$ cat src/sv/pdf_pkg.sv
package pdf_pkg;

	localparam int MAX_PACKET_BYTES = 64;
	localparam int ADDR_W = $clog2(MAX_PACKET_BYTES);
	localparam int FILL_W = $clog2(MAX_PACKET_BYTES + 1);
	localparam int BANK_ADDR_W = ADDR_W + 1;
	localparam int HDR_BYTES = 5;
	localparam int OUT_PLEN_W = 6;
	localparam int TDATA_W = 48;

	localparam logic [FILL_W-1:0] MIN_LEN = FILL_W'(5);
	localparam logic [16:0] FRAME_OVERHEAD = 17'd5;
	localparam logic [FILL_W-1:0] PAYLOAD_TRIM = FILL_W'(6);
	localparam logic [FILL_W-1:0] PAYLOAD_OFS = FILL_W'(4);
	localparam logic [FILL_W-1:0] FILL_MAX = FILL_W'(MAX_PACKET_BYTES);

	localparam logic [7:0] KNOCK_0 = 8'h2A;
	localparam logic [7:0] KNOCK_1 = 8'h23;
	localparam logic [7:0] START_CODE_RESET = 8'd42;
	localparam logic [7:0] ACK_TYPE_RESET = 8'd0;
	localparam logic [7:0] ACK_SIZE_LO = 8'd2;
	localparam logic [7:0] ACK_SIZE_HI = 8'd0;

	typedef enum logic [7:0] {
		REG_START_CODE = 8'd0,
		REG_ACK_TYPE   = 8'd1
	} reg_idx_t;

	typedef enum logic [3:0] {
		VERD_OK        = 4'd0,
		VERD_KNOCK     = 4'd1,
		VERD_BAD_START = 4'd2,
		VERD_SHORT     = 4'd3,
		VERD_LENGTH    = 4'd4,
		VERD_CRC       = 4'd5,
		VERD_SEQUENCE  = 4'd6,
		VERD_OVERFLOW  = 4'd7,
		VERD_ZERO_SIZE = 4'd8
	} verdict_t;

	typedef struct packed {
		logic              bank;
		verdict_t          verdict;
		logic [7:0]        seq;
		logic [FILL_W-1:0] plen;
	} desc_t;

	typedef struct packed {
		logic                   en;
		logic [BANK_ADDR_W-1:0] addr;
		logic [7:0]             data;
	} wr_req_t;

	typedef struct packed {
		logic                  kind;
		verdict_t              verdict;
		logic [7:0]            seq;
		logic [15:0]           ack_crc;
		logic [OUT_PLEN_W-1:0] plen;
		logic [7:0]            data;
		logic                  last;
	} out_item_t;

	// CRC-16 XModem, one byte
	function automatic logic [15:0] crc_step(input logic [15:0] crc, input logic [7:0] b);
		logic [15:0] x;
		x = {crc[7:0], crc[15:8]} ^ {8'h00, b};
		x = x ^ {12'h000, x[7:4]};
		x = x ^ {x[3:0], 12'h000};
		x = x ^ {3'b000, x[7:0], 5'b00000};
		return x;
	endfunction

	localparam logic [15:0] ACK_CRC_PREFIX = crc_step(crc_step(16'h0000, ACK_SIZE_LO), ACK_SIZE_HI);

endpackage

$ cat src/sv/pdf_store.sv
module pdf_store (
	input  logic                           clk,
	input  pdf_pkg::wr_req_t               wr,
	input  logic [pdf_pkg::BANK_ADDR_W-1:0] rd_addr,
	output logic [7:0]                     rd_data
);
	import pdf_pkg::*;

	logic [7:0] mem_q [2*MAX_PACKET_BYTES];
	logic [7:0] rd_data_q;

	always_ff @(posedge clk) begin
		if (wr.en) begin
			mem_q[wr.addr] <= wr.data;
		end
		rd_data_q <= mem_q[rd_addr];
	end

	assign rd_data = rd_data_q;

endmodule

$ cat src/sv/pdf_queue.sv
module pdf_queue (
	input  logic            clk,
	input  logic            arst_n,
	input  logic            push,
	input  pdf_pkg::desc_t  push_desc,
	output logic            full,
	input  logic            pop,
	output logic            head_valid,
	output pdf_pkg::desc_t  head
);
	import pdf_pkg::*;

	desc_t      slot_q [2];
	logic       wr_ptr_q;
	logic       rd_ptr_q;
	logic [1:0] count_q;

	always_ff @(posedge clk or negedge arst_n) begin
		if (!arst_n) begin
			wr_ptr_q <= 1'b0;
			rd_ptr_q <= 1'b0;
			count_q  <= 2'd0;
		end else begin
			if (push) begin
				wr_ptr_q <= ~wr_ptr_q;
			end
			if (pop) begin
				rd_ptr_q <= ~rd_ptr_q;
			end
			count_q <= count_q + 2'(push) - 2'(pop);
		end
	end

	always_ff @(posedge clk) begin
		if (push) begin
			slot_q[wr_ptr_q] <= push_desc;
		end
	end

	assign full       = (count_q == 2'd2);
	assign head_valid = (count_q != 2'd0);
	assign head       = slot_q[rd_ptr_q];

endmodule

$ cat src/sv/pdf_front.sv
module pdf_front (
	input  logic             clk,
	input  logic             arst_n,
	input  logic             in_valid,
	output logic             in_ready,
	input  logic [7:0]       in_byte,
	input  logic             in_last,
	input  logic [7:0]       start_code,
	output pdf_pkg::wr_req_t wr,
	input  logic             q_full,
	output logic             push,
	output pdf_pkg::desc_t   push_desc
);
	import pdf_pkg::*;

	logic [FILL_W-1:0] fill_q;
	logic [15:0]       crc_q;
	logic              ovf_q;
	logic [7:0]        exp_seq_q;
	logic              bank_q;
	logic [7:0]        hdr_q [HDR_BYTES];

	logic              accept;
	logic              room;
	logic [FILL_W-1:0] fill_next;
	logic [15:0]       crc_next;
	logic              ovf_next;
	logic [7:0]        hdr_next [HDR_BYTES];
	logic [15:0]       size;
	logic [FILL_W-1:0] plen;
	verdict_t          verdict;

	assign in_ready = ~q_full;
	assign accept   = in_valid & in_ready;
	assign room     = (fill_q < FILL_MAX);

	always_comb begin
		for (int i = 0; i < HDR_BYTES; i++) begin
			hdr_next[i] = (fill_q == FILL_W'(i)) ? in_byte : hdr_q[i];
		end
	end

	assign fill_next = room ? fill_q + FILL_W'(1) : fill_q;
	assign crc_next  = (room && fill_q != '0) ? crc_step(crc_q, in_byte) : crc_q;
	assign ovf_next  = ovf_q | ~room;
	assign size      = {hdr_next[2], hdr_next[1]};
	assign plen      = fill_next - PAYLOAD_TRIM;

	always_comb begin
		if (ovf_next) begin
			verdict = VERD_OVERFLOW;
		end else if (hdr_next[0] != start_code) begin
			verdict = VERD_BAD_START;
		end else if (fill_next < MIN_LEN) begin
			verdict = VERD_SHORT;
		end else if (size == 16'd0) begin
			verdict = (hdr_next[3] == KNOCK_0 && hdr_next[4] == KNOCK_1) ?
				VERD_KNOCK : VERD_ZERO_SIZE;
		end else if ({1'b0, size} + FRAME_OVERHEAD != 17'(fill_next)) begin
			verdict = VERD_LENGTH;
		end else if (crc_next != 16'd0) begin
			verdict = VERD_CRC;
		end else if (hdr_next[3] != exp_seq_q) begin
			verdict = VERD_SEQUENCE;
		end else begin
			verdict = VERD_OK;
		end
	end

	assign push              = accept & in_last;
	assign push_desc.bank    = bank_q;
	assign push_desc.verdict = verdict;
	assign push_desc.seq     = (verdict == VERD_OK) ? exp_seq_q : 8'd0;
	assign push_desc.plen    = (verdict == VERD_OK) ? plen : '0;

	assign wr.en   = accept & room;
	assign wr.addr = {bank_q, fill_q[ADDR_W-1:0]};
	assign wr.data = in_byte;

	always_ff @(posedge clk or negedge arst_n) begin
		if (!arst_n) begin
			fill_q    <= '0;
			crc_q     <= 16'd0;
			ovf_q     <= 1'b0;
			exp_seq_q <= 8'd0;
			bank_q    <= 1'b0;
		end else if (accept) begin
			if (in_last) begin
				fill_q <= '0;
				crc_q  <= 16'd0;
				ovf_q  <= 1'b0;
				bank_q <= ~bank_q;
				if (verdict == VERD_OK) begin
					exp_seq_q <= exp_seq_q + 8'd1;
				end
			end else begin
				fill_q <= fill_next;
				crc_q  <= crc_next;
				ovf_q  <= ovf_next;
			end
		end
	end

	always_ff @(posedge clk) begin
		if (accept) begin
			for (int i = 0; i < HDR_BYTES; i++) begin
				hdr_q[i] <= hdr_next[i];
			end
		end
	end

endmodule

$ cat src/sv/pdf_back.sv
module pdf_back (
	input  logic                            clk,
	input  logic                            arst_n,
	input  logic                            head_valid,
	input  pdf_pkg::desc_t                  head,
	output logic                            pop,
	input  logic [7:0]                      ack_type,
	output logic [pdf_pkg::BANK_ADDR_W-1:0] rd_addr,
	input  logic [7:0]                      rd_data,
	output logic                            out_valid,
	input  logic                            out_ready,
	output pdf_pkg::out_item_t              out_item
);
	import pdf_pkg::*;

	typedef enum logic [1:0] {
		B_IDLE,
		B_READ,
		B_DATA
	} state_t;

	state_t            state_q;
	logic              out_valid_q;
	out_item_t         out_q;
	logic [FILL_W-1:0] idx_q;

	logic        slot_free;
	logic        head_only;
	logic        head_ok;
	logic        data_last;
	logic        load;
	logic [15:0] ack_crc;

	assign slot_free = ~out_valid_q | out_ready;
	assign head_ok   = (head.verdict == VERD_OK);
	assign head_only = (head.verdict != VERD_OK) || (head.plen == '0);
	assign data_last = (idx_q == head.plen - FILL_W'(1));
	assign rd_addr   = {head.bank, ADDR_W'(idx_q + PAYLOAD_OFS)};
	assign ack_crc   = crc_step(crc_step(ACK_CRC_PREFIX, head.seq), ack_type);

	always_comb begin
		case (state_q)
			B_IDLE:  pop = head_valid & slot_free & head_only;
			B_DATA:  pop = slot_free & data_last;
			default: pop = 1'b0;
		endcase
	end

	always_comb begin
		case (state_q)
			B_IDLE:  load = head_valid & slot_free;
			B_DATA:  load = slot_free;
			default: load = 1'b0;
		endcase
	end

	always_ff @(posedge clk or negedge arst_n) begin
		if (!arst_n) begin
			state_q     <= B_IDLE;
			out_valid_q <= 1'b0;
			out_q       <= '0;
			idx_q       <= '0;
		end else begin
			if (load) begin
				out_valid_q <= 1'b1;
			end else if (out_ready) begin
				out_valid_q <= 1'b0;
			end
			case (state_q)
				B_IDLE: begin
					if (load) begin
						out_q <= '{
							kind:    1'b0,
							verdict: head.verdict,
							seq:     head_ok ? head.seq : 8'd0,
							ack_crc: head_ok ? ack_crc : 16'd0,
							plen:    head_ok ? OUT_PLEN_W'(head.plen) : OUT_PLEN_W'(0),
							data:    8'd0,
							last:    head_only
						};
						idx_q <= '0;
						if (!head_only) begin
							state_q <= B_READ;
						end
					end
				end
				B_READ: begin
					state_q <= B_DATA;
				end
				B_DATA: begin
					if (load) begin
						out_q <= '{
							kind:    1'b1,
							verdict: VERD_OK,
							seq:     8'd0,
							ack_crc: 16'd0,
							plen:    OUT_PLEN_W'(0),
							data:    rd_data,
							last:    data_last
						};
						if (data_last) begin
							state_q <= B_IDLE;
						end else begin
							idx_q   <= idx_q + FILL_W'(1);
							state_q <= B_READ;
						end
					end
				end
				default: begin
					state_q <= B_IDLE;
				end
			endcase
		end
	end

	assign out_valid = out_valid_q;
	assign out_item  = out_q;

endmodule

$ cat src/sv/packet_deframer_crc_seq_ack.sv
// Path: the verdict word goes through the descriptor queue and output register
// after the last input word; each payload word is read in B_READ, sent in B_DATA.
// Input: 1 word per cycle while a packet store bank is free; two banks, so one
// packet can be received while the previous one is still being replayed.
// Reset: arst_n clears counters, queue, sequence number and config to defaults;
// the packet store is not cleared.
module packet_deframer_crc_seq_ack (
	input  logic                        clk,
	input  logic                        arst_n,
	input  logic                        s_axis_tvalid,
	output logic                        s_axis_tready,
	input  logic [7:0]                  s_axis_tdata,  // rx_byte
	input  logic                        s_axis_tlast,
	output logic                        m_axis_tvalid,
	input  logic                        m_axis_tready,
	// verdict[3:0], seq_number[11:4], ack_crc[27:12], payload_len[33:28],
	// data_byte[41:34], zero[47:42]
	output logic [pdf_pkg::TDATA_W-1:0] m_axis_tdata,
	output logic                        m_axis_tlast,
	output logic                        m_axis_tuser,  // kind
	input  logic                        cfg_valid,
	output logic                        cfg_ready,
	input  logic [7:0]                  cfg_index,
	input  logic [7:0]                  cfg_data
);
	import pdf_pkg::*;

	logic [7:0] start_code_q;
	logic [7:0] ack_type_q;

	wr_req_t                wr;
	logic [BANK_ADDR_W-1:0] rd_addr;
	logic [7:0]             rd_data;
	logic                   q_full;
	logic                   push;
	desc_t                  push_desc;
	logic                   pop;
	logic                   head_valid;
	desc_t                  head;
	out_item_t              out_item;

	assign cfg_ready = 1'b1;

	always_ff @(posedge clk or negedge arst_n) begin
		if (!arst_n) begin
			start_code_q <= START_CODE_RESET;
			ack_type_q   <= ACK_TYPE_RESET;
		end else if (cfg_valid && cfg_ready) begin
			case (cfg_index)
				REG_START_CODE: start_code_q <= cfg_data;
				REG_ACK_TYPE:   ack_type_q   <= cfg_data;
				default:        ;
			endcase
		end
	end

	pdf_front u_front (
		.clk        (clk),
		.arst_n     (arst_n),
		.in_valid   (s_axis_tvalid),
		.in_ready   (s_axis_tready),
		.in_byte    (s_axis_tdata),
		.in_last    (s_axis_tlast),
		.start_code (start_code_q),
		.wr         (wr),
		.q_full     (q_full),
		.push       (push),
		.push_desc  (push_desc)
	);

	pdf_store u_store (
		.clk     (clk),
		.wr      (wr),
		.rd_addr (rd_addr),
		.rd_data (rd_data)
	);

	pdf_queue u_queue (
		.clk        (clk),
		.arst_n     (arst_n),
		.push       (push),
		.push_desc  (push_desc),
		.full       (q_full),
		.pop        (pop),
		.head_valid (head_valid),
		.head       (head)
	);

	pdf_back u_back (
		.clk        (clk),
		.arst_n     (arst_n),
		.head_valid (head_valid),
		.head       (head),
		.pop        (pop),
		.ack_type   (ack_type_q),
		.rd_addr    (rd_addr),
		.rd_data    (rd_data),
		.out_valid  (m_axis_tvalid),
		.out_ready  (m_axis_tready),
		.out_item   (out_item)
	);

	assign m_axis_tdata = {6'd0, out_item.data, out_item.plen, out_item.ack_crc,
		out_item.seq, out_item.verdict};
	assign m_axis_tlast = out_item.last;
	assign m_axis_tuser = out_item.kind;

endmodule

$ cat config.mk
export PLATFORM = sky130hd
export DESIGN_NAME = packet_deframer_crc_seq_ack
export DESIGN_NICKNAME = d
export VERILOG_FILES = /design/src/sv/pdf_pkg.sv /design/src/sv/pdf_store.sv /design/src/sv/pdf_queue.sv /design/src/sv/pdf_front.sv /design/src/sv/pdf_back.sv /design/src/sv/packet_deframer_crc_seq_ack.sv
export SDC_FILE = /design/constraint.sdc
export NUM_CORES = 1
export LEC_CHECK = 0
export BUFFER_PORTS_ARGS = -buffer_cell sky130_fd_sc_hd__buf_4
export CORE_MARGIN = 4
export CORE_UTILIZATION = 57
export CTS_CLUSTER_SIZE = 14
export DETAILED_ROUTE_END_ITERATION = 10
export PLACE_DENSITY = 0.76
export SYNTH_ARGS = -nofsm -noshare
export SYNTH_HDL_FRONTEND = slang
export SYNTH_SLANG_ARGS = --single-unit
export TNS_END_PERCENT = 50
$ cat constraint.sdc
create_clock -name clk -period 4.7 [get_ports clk]
set_clock_uncertainty 0.2 [all_clocks]
set_input_delay 0.705 -clock clk [delete_from_list [all_inputs] [get_ports clk]]
set_output_delay 0.705 -clock clk [all_outputs]
set_load 0.03 [all_outputs]
# Word level (Yosys, flattened, before mapping)
# Memories as Yosys holds them, arrays and structs flattened. A register that Yosys moved wholly into a read port is not among the register bits.
# Index checks and enable logic that the tools add are counted.
[op_classes] n_addsub=9 order_cmp=2 eq_ne=18 n_mux=45 bitwise=26 n_reduce_logical=23
[ops] op="$mux W44" count=2
[ops] op="$pmux W44 S2" count=1
[ops] op="$mux W8" count=7
[ops] op="$mux W16" count=3
[ops] op="$xor A16 B13 Y16" count=3
[ops] op="$xor A16 B16 Y16" count=3
[ops] op="$mux W7" count=6
[ops] op="$xor A16 B4 Y16" count=2
[ops] op="$xor A16 B8 Y16" count=2
[ops] op="$mux W4" count=7
[ops] op="$add A16 B3 Y17 const B" count=1
[ops] op="$ne A17 B7 Y1" count=1
[ops] op="$eq A8 B6 Y1 const B" count=2
[ops] op="$logic_not A16 Y1" count=1
[ops] op="$ne A8 B8 Y1" count=2
[ops] op="$reduce_bool A16 Y1" count=1
[ops] op="$xor A15 B4 Y15" count=1
[ops] op="$add A7 B1 Y7 const B" count=2
[ops] op="$eq A7 B2 Y1 const B" count=2
[ops] op="$logic_not A7 Y1" count=2
[ops] op="$pmux W7 S2" count=1
[ops] op="$mux W1" count=10
[ops] op="$reduce_and A3 Y1" count=3
[ops] op="$add A8 B1 Y8 const B" count=1
[ops] op="other kinds (34)" count=57
[totals] regBits=107 ram_bits=1104 inputBits=30 output_inout_bits=53 word_cells=146 memories=3
[memory_table] name="u_store.mem_q" words=128 word_bits=8 rd=1 rd_clocked_by_memory_dff=1 wr=1 line_no="pdf_store.sv:9" source="logic [7:0] mem_q [2*MAX_PACKET_BYTES];"
[memory_table] name="u_front.hdr_q" words=5 word_bits=8 rd=5 rd_clocked_by_memory_dff=0 wr=5 line_no="pdf_front.sv:21" source="logic [7:0] hdr_q [HDR_BYTES];"
[memory_table] name="u_queue.slot_q" words=2 word_bits=20 rd=1 rd_clocked_by_memory_dff=0 wr=1 line_no="pdf_queue.sv:13" source="desc_t slot_q [2];"

# Logic depth before layout (Yosys ltp)
# Gate-level depths: netlist (run 1).
[logic_depth] depth_word=14 ltp_mapped=19 ltp_nobuf=17

# Hierarchy
# A second synthesis (run 1) with hierarchy kept.
[unflattened] hier_cells=2707 area_unflattened_um2=50639.8
[by_module_without_submodules] mod="pdf_store" n_inst=1 cells_each=1635 area_each_um2=39665.5 seq_area_each_um2=30909.6
[by_module_without_submodules] mod="pdf_front" n_inst=1 cells_each=653 area_each_um2=5750.5 seq_area_each_um2=2026.9
[by_module_without_submodules] mod="pdf_back" n_inst=1 cells_each=295 area_each_um2=2781.4 seq_area_each_um2=1351.3
[by_module_without_submodules] mod="pdf_queue" n_inst=1 cells_each=77 area_each_um2=1719.1 seq_area_each_um2=1301.2
[by_module_without_submodules] mod="packet_deframer_crc_seq_ack" n_inst=1 cells_each=47 area_each_um2=723.2 seq_area_each_um2=404.1

# Worst setup path after synthesis (run 1)
# Ideal clock, no wire load.
[synth_path] path_type="register to register" start="register u_front.fill_q[1]" end="memory u_queue.slot_q[0][10] (netlist bit) (data pin)" setup_time_ns=0.258 arrival_ns=4.015 required_ns=4.242 path_slack_ns=0.226 stages_incl_launch_ff=18 n_path_buf=2 period_less_slack_ns=4.474 cell_sequence="dfrtp_1 > clkbuf_1 > inv_1 > ha_1 > nor4b_2 > nand2_1 > mux2i_1 > inv_1 > ha_1 > or2_2 > a22oi_1 > xor2_1 > a2111oi_4 > o2111ai_1 > nor4b_2 > nor3b_2 > clkbuf_1 > and3_1"
[synth_rtl] element="from (decl)" line_no="pdf_front.sv:16" source="logic [FILL_W-1:0] fill_q;"
[synth_rtl] element="from (signal assigned)" line_no="pdf_front.sv:97" source="fill_q <= fill_next;"
[synth_rtl] element="to (decl)" line_no="pdf_queue.sv:13"

==> results of run 1 <==
[power by group through the flow]
| stage | registers [mW] | clock network, mW | logic, mW |
|---|---|---|---|
| 2_1_floorplan | 12.8 | 0 | 3.52 |
| 3_3_place_gp | 12.9 | 0 | 5.14 |
| 3_5_place_dp | 12.9 | 0 | 5.22 |
| 4_1_cts | 12.7 | 9.44 | 5.26 |
| 5_1_grt | 12.7 | 9.94 | 5.70 |
| 6_report | 12.7 | 9.33 | 5.31 |
[per-stage QoR]
stage | cell area (um2) | worst slack [ns] | hold WS [ns]
2_1_floorplan | 50100 | 0.226 | 0.198
3_3_place_gp | 52400 | 0.128 | 0.221
3_5_place_dp | 52400 | 0.000916 | 0.226
4_1_cts | 56200 | 0.0734 | 0.0208
5_1_grt | 56300 | 0.0165 | 0.0401
6_report | 56300 | 0.272 | 0.0622
[flip-flops by register name (all words and copies together), names as in the netlist, 2 cells and up]
register / count
u_front.crc_q: 16
u_queue.count_q: 2
start_code_q: 8
u_front.fill_q: 7
u_back.state_q: 2
u_store.rd_data: 8
u_back.idx_q: 7
u_store.mem_q: 1024
ack_type_q: 8
u_front.exp_seq_q: 8
u_front.hdr_q: 40
u_back.out_item: 44
u_queue.slot_q: 40
[per-layer routing]
| metal | wire length (um) | global-route usage, % |
|---|---|---|
| met1 | 47100 | 37.2 |
| met2 | 57600 | 41.2 |
| met3 | 8980 | 3.92 |
| met4 | 3960 | 8.20 |
| met5 | 0 | 0 |
[what timing repair did]
item	4_1_cts	5_1_grt
pin swaps	1	4
endpoints found under the setup margin	1	38
buffers inserted	1	0
resized for setup	0	10
hold buffers	1	0
endpoints found under the hold margin	66	0
[worst max-delay path by stage]
stage	from	to	slack [ns]	cells after the start
after floorplan	u_front.fill_q[1]	u_queue.slot_q[0][10]	0.23	17
after global placement	u_front.fill_q[1]	u_front.exp_seq_q[3]	0.13	17
after CTS	u_front.fill_q[1]	u_queue.slot_q[1][14]	0.07	16
final	u_front.fill_q[1]	u_queue.slot_q[1][8]	0.27	16
after detailed placement	u_front.fill_q[1]	u_front.exp_seq_q[7]	0.0009	17
after global routing	u_front.fill_q[1]	u_queue.slot_q[1][14]	0.02	17
[worst max-delay path: cells and delay by family (launching register included)]
| kind | cells | cell delay, ns |
|---|---|---|
| buffers and inverters | 3 | 0.51 |
| xor gates and xnor gates | 1 | 0.38 |
| AOI/OAI and AO/OA | 3 | 0.92 |
| adders and majority gates | 2 | 0.43 |
| and+or+nand+nor | 7 | 1.37 |
| DFF | 1 | 0.39 |
[cell type report]
type	instances	area, um2
Sequential cell	1219	36000
Fill cell	5672	30700
Multi-Input combinational cell	1269	13500
Clock buffer	141	3090
Tap cell	1155	1450
Timing Repair Buffer	170	1440
Clock inverter	77	726
Inverter	28	105
Antenna cell	3	7.51
[cells by family after synthesis]
logic type	count (synthesis)	share of synthesized area, %
flip-flops	1219	71.8
AND/OR/NAND/NOR	524	5.02
multiplexers	407	16.6
AO/OA/AOI/OAI	212	2.80
buffers and inverters	185	1.49
XOR/XNOR	105	1.86
adder cells (fa/ha/maj)	14	0.350
other	2	0.0150
[layout by cell type, fill, tap and decap left out, drive strengths merged, types with 6 or more instances in the layout]
cell type / netlist / routed
a211oi: 11 / 11
a21oi: 36 / 36
a22o: 7 / 7
a22oi: 17 / 17
a31oi: 8 / 8
and3: 19 / 19
buf: 45 / 169
bufinv: 0 / 12
clkbuf: 112 / 141
clkinv: 2 / 50
clkinvlp: 0 / 11
conb: 2 / 7
dfrtp: 104 / 104
dfxtp: 8 / 8
edfxtp: 1104 / 1104
ha: 14 / 14
inv: 26 / 32
mux2: 41 / 41
mux2i: 30 / 30
mux4: 336 / 336
nand2: 132 / 132
nand2b: 9 / 9
nand3: 46 / 46
nand4: 17 / 17
nor2: 187 / 187
nor2b: 15 / 15
nor3: 21 / 21
nor4: 25 / 25
nor4b: 10 / 10
o21ai: 74 / 74
or2: 7 / 7
or3: 7 / 7
or4: 6 / 6
xnor2: 70 / 70
xor2: 34 / 34
[Yosys cell counts (all sizes together), types with 4 or more instances]
cell        n
o211ai      5
nand4      17
nand3      46
ha         14
and2        5
nor4b      10
o22ai       5
a22o        7
a21o        5
dfxtp       8
mux2i      30
a31oi       8
a22oi      17
nand2     132
buf        45
edfxtp   1104
o21ai      74
o2111ai     5
dfrtp     104
a2111oi     4
xnor2      70
nor3b       5
mux4      336
or4         6
and3       19
or3         7
clkbuf    112
nor2      187
a311oi      5
nand2b      9
or2         7
nor3       21
nor4       25
inv        26
xor2       34
nor2b      15
a211oi     11
a21oi      36
mux2       41
==> results_dict.tcl, run 1 <==
set metrics [dict create \
    synth.distinct_cells 83 \
    syn_inst 2668 \
    clk_pin_slew_ns 0.06 \
    fin_util_pct 64.7 \
    max_slew_margin_pct 24.1 \
    root_buffer "clkbuf_16" \
    synth_seq_area_share_pct 71.8 \
    via_count 26500 \
    drtIter0Drc 3427 \
    fin_crit_ns 4.43 \
    setup_viol 0 \
    hold_end "ack_type_q[0]" \
    cts_inserted_buffers 117 \
    power_frac_seq_pct 46.5 \
    combPwrFrac_pct 19.4 \
    firstDrtPassIters 5 \
    async_flop_share_pct 8.78 \
    min-delay-path-class "in2reg" \
    synth-warning-count 0 \
    clkSinkCount 1219 \
    fmax_mhz 226 \
    rr_worst_depth 16 \
    switching_share_pct 27.5 \
    ios 83 \
    power-per-cell-area_nw_per_um2 486 \
    synthTopCellsByArea "edfxtp_1, mux4_2, dfrtp_1" \
    synth_area_leader_cell "edfxtp_1" \
    timing.rr.end "u_queue.slot_q[1][8]" \
    htree_levels 3 \
    synth-seq-cells 1219 \
    power.clock.fraction_pct 34.1 \
    finalNonFillerCells 4062 \
    slew_viol_final 0 \
    path_class "reg2reg" \
    finalHoldViolations 0 \
    power_leakage_nw 18.0 \
    drc 0 \
    ant_nets 0 \
    rsz0062_at_grt "false" \
    syn_area_um2 50100 \
    vias_per_cell 6.51 \
    max_stage_delay_ns 0.45 \
    cp-end-kind "register" \
    internal_power_mw 19.8 \
    clock_path_buffers 3 \
    r2r-start "u_front.fill_q[1]" \
    die_w_um 304 \
    cts_tree "done" \
    synth_edf_count 1104 \
    rows 108 \
    yosysTopAreaCellShare_pct 66.2 \
    core-area_um2 87000 \
    place_hpwl_um 73000 \
    drv_cap 0 \
    placedCellCount 3839 \
    fin_nets 2849 \
    grt_pass1_wl_um 179000 \
    worst_pin_slew_ns 1.14 \
    wl_per_cell_um 29.0 \
    grt_usage_pct 25.7 \
    worstPathMaxFanout 15 \
    path_cells "inv_1 > ha_2 > nor4b_4 > nand2_2 > buf_4 > a21o_1 > ha_4 > xnor3_1 > nand3_1 > nand3_1 > a2111oi_4 > o2111ai_2 > nor4b_4 > nor3b_4 > buf_4 > and3_1" \
    crit_arrival_ns 4.66 \
    drive_gt1_share_pct 26.2 \
    post-route-period-util_pct 94.2 \
    overflow 0 \
    fin_setup_tns_ns 0 \
    syn_area_per_cell_um2 18.8 \
    initial_core_util_pct 57.6 \
    place.port_buffers 75 \
    worstPathRequired_ns 4.93 \
    grt_pass1_vias 26900 \
    fp.dieArea_um2 92700 \
    place_congestion 0.923 \
    cpMaxStageDelayCell "a2111oi_4" \
    status "finished clean" \
    clock_latency_ns 0.69 \
    min_path_cells 2 \
    irDropWorstVdd_mv 0.381 \
    area_growth_pct 12.4 \
    p_switching_mw 7.52 \
    grt_max_degree 101 \
    power.total_mw 27.3 \
    cp-start-kind "register" \
    min_from "cfg_data[0]" \
    ff2ff_setup_slack_ns 0.27 \
    antenna_found_initial 4 \
    synth_ff_type "edfxtp_1" \
    drt_wl_total_um 118000 \
    fp.dieH_um 304 \
]
(Power assumes the default switching activity.)
==> run 2, diff against run 1 <==
--- a/config.mk
+++ b/config.mk
@@ -13,5 +13,6 @@
 export PLACE_DENSITY = 0.76
 export SYNTH_ARGS = -nofsm -noshare
 export SYNTH_HDL_FRONTEND = slang
+export SYNTH_HIERARCHICAL = 1
 export SYNTH_SLANG_ARGS = --single-unit
 export TNS_END_PERCENT = 50
==> run 2 against run 1 <==
  * Synthesized area rose by 1.1%
  * Synthesized cell count rose by 1.5%
  * Sequential share of layout area barely moved
  * Utilization fell by 0.85 points
  * Register-to-register slack got worse by 0.05 ns
  * Worst setup slack got worse by 0.046 ns
  * Total power fell by 0.59%
  * First-iteration DRC count fell by 2.5%
  * Via count rose by 0.63%
  * Critical path type unchanged
==> results_dict.tcl, run 2 <==
set metrics [dict create \
    regMostFlops "u_store/mem_q" \
    place_hpwl_um 73800 \
    path_cells "inv_1 > ha_1 > or3b_2 > nor2_2 > mux2i_1 > inv_1 > ha_2 > nor2_1 > nor3_1 > mux2_4 > nand3_1 > o32a_1 > or4_4 > nor4_4 > buf_6 > nand4_1 > xnor2_1" \
    cts_tree "done" \
    cpMostUsedCell "inv_1" \
    irDropWorstVdd_mv 0.401 \
    synth_edf_count 1104 \
    wl_per_cell_um 29.1 \
    cts_inserted_buffers 116 \
    core-area_um2 88200 \
    post-route-period-util_pct 95.2 \
    setup_ws_ns 0.226 \
    path_class "reg2reg" \
    power-per-cell-area_nw_per_um2 482 \
    clock_latency_ns 0.70 \
    power_leakage_nw 18.5 \
    cp-end-kind "register" \
    via_count 26600 \
    diodes 0 \
    fin_setup_tns_ns 0 \
    placedCellCount 3850 \
    cts.hold.buffers_added 0 \
    worstPathRequired_ns 5.04 \
    rows 109 \
    fin_nets 2849 \
    yosysMostFrequentCell "edfxtp_1" \
    vias_per_cell 6.55 \
    rsz0062_at_grt "false" \
    synth_ff_type "edfxtp_1" \
    placed_cell_area_um2 52500 \
    setup_viol 0 \
    cp-start-kind "register" \
    synth.distinct_cells 88 \
    die_w_um 306 \
    root_buffer "clkbuf_16" \
    dpl_worst_slack_ns 0.181 \
    critPathBufInv 3 \
    largest_register_ffs 1024 \
    htree_levels 3 \
    synthTopCellsByArea "edfxtp_1, mux4_2, dfrtp_1" \
    ios 83 \
    status "finished clean" \
    place_congestion 0.886 \
    grt_max_degree 98 \
    fmax_mhz 224 \
    multi_input_area_um2 13700 \
    synth_common_cells "edfxtp_1, mux4_2, nand2_1" \
    min-delay-path-class "in2async" \
    drive_gt1_share_pct 25.2 \
    finalNonFillerCells 4063 \
    drc 0 \
    place.port_buffers 75 \
    antenna_found_initial 1 \
    num-fill-cells 5625 \
    initial_core_util_pct 57.4 \
    syn_area_per_cell_um2 18.7 \
    grt_usage_pct 25.3 \
    area_growth_pct 11.3 \
    async_flop_share_pct 8.78 \
    fp.dieArea_um2 93700 \
    yosysTopAreaCellShare_pct 65.5 \
    drt_wl_total_um 118000 \
    drv_cap 0 \
    clkSinkCount 1219 \
    synth_area_leader_cell "edfxtp_1" \
    final_common_cell "edfxtp_1" \
    worst_pin_slew_ns 1.31 \
    drtIter0Drc 3341 \
    regArea_um2 36000 \
    ant_nets 0 \
    max_stage_delay_ns 0.61 \
    fin_crit_ns 4.47 \
    max_slew_margin_pct 11.7 \
    syn_inst 2707 \
    worstPathMaxFanout 9 \
    fp.dieH_um 306 \
    overflow 0 \
    slew_viol_final 0 \
    grt_pass1_vias 27000 \
    firstDrtPassIters 9 \
    finalHoldViolations 0 \
    clock_path_buffers 3 \
    crit_arrival_ns 4.82 \
    synth-seq-cells 1219 \
    cp_top_family "simple AND/OR/NAND/NOR gates" \
    synth_seq_area_share_pct 71.1 \
    clk_pin_slew_ns 0.06 \
    syn_area_um2 50600 \
    synth-warning-count 6 \
    cpMaxStageDelayCell "or4_4" \
    final_cell_mix "edfxtp_1, mux4_2, nand2_1, nor2_1, buf_4" \
    final_area_um2 56300 \
    grt_pass1_wl_um 178000 \
]
==> run 2: changes by cell type after synthesis, moves of 17 or more <==
cell,delta
nand2_1,+23
nor2_1,-38
o21ai_1,+18
nand3_1,+21
clkbuf_1,-28
mux2_4,+27
xnor2_1,+17
buf_4,+32
nor3_1,+18
o21ai_0,-22
inv_1,+21
==> run 2: repair_timing <==
action | CTS | global route
endpoints found under the setup margin | 0 | 37
buffers inserted | 0 | 0
gates resized for setup | 0 | 8
==> run 2: power breakdown <==
part / switching (mW) / total [mW] / internal, mW / leakage, nW
registers: 0.397 / 12.7 / 12.3 / 11.4
clock network: 3.91 / 9.28 / 5.37 / 1.85
logic: 3.02 / 5.16 / 2.14 / 5.26
total: 7.33 / 27.2 / 19.9 / 18.5
==> run 2: layout make-up <==
class	count	area share, %
Timing Repair Buffer	145	2.17
Clock inverter	57	1.12
Multi-Input combinational cell	1275	24.3
Clock buffer	155	5.61
Inverter	47	0.326
Tap cell	1165	2.59
Sequential cell	1219	63.9
==> run 2: through the flow <==
stage                     utilization, %  hold WS, ns  power, mW
final                               63.9       0.0433       27.2
after global routing                63.9       0.0586       28.2
after CTS                           63.8       0.0326       27.3
after detailed placement            59.5        0.257       18.0
after global placement              59.5        0.255       17.9
after floorplan                        -        0.198       16.6
==> run 2: per-layer routing <==
layer	vias to the layer above	GRT usage [%]	wire, um
met5	-	0	0
met3	208	4.31	10100
met4	0	6.60	3030
met1	14000	35.8	45800
li1	11000	-	-
met2	1407	41.7	59300
==> run 2: cell families after synthesis <==
family                     share of synthesized area [%]
AOI/OAI and AO/OA                                   2.27
xor gates and xnor gates                            2.29
adders and majority gates                          0.371
buffers and inverters                               2.02
DFF                                                 71.1
muxes                                               16.7
other                                             0.0148
and+or+nand+nor                                     5.28
==> run 2: worst reg2reg max path, stage by stage (launching register included) <==
cell	delay, ns
dfrtp_1	0.37
inv_1	0.09
ha_1	0.17
or3b_2	0.51
nor2_2	0.16
mux2i_1	0.15
inv_1	0.12
ha_2	0.23
nor2_1	0.08
nor3_1	0.19
mux2_4	0.21
nand3_1	0.10
o32a_1	0.37
or4_4	0.61
nor4_4	0.34
buf_6	0.20
nand4_1	0.12
xnor2_1	0.15
==> run 2: worst paths after layout <==
kind / slack, ns / endpoint / start / depth (start not counted)
worst max-delay path: 0.23 / u_front/exp_seq_q[6] / u_front/fill_q[1] / 17
worst min-delay path: 0.04 / u_back/out_item[43] / arst_n / 1
worst max register to register: 0.23 / u_front/exp_seq_q[6] / u_front/fill_q[1] / 17
worst min register to register: 0.25 / u_back/out_item[5] / u_store/rd_data[4] / 2
max in group asynchronous: 3.25 / u_front/exp_seq_q[6] / arst_n / 2
min in group clk: 0.09 / ack_type_q[3] / cfg_data[3] / 2
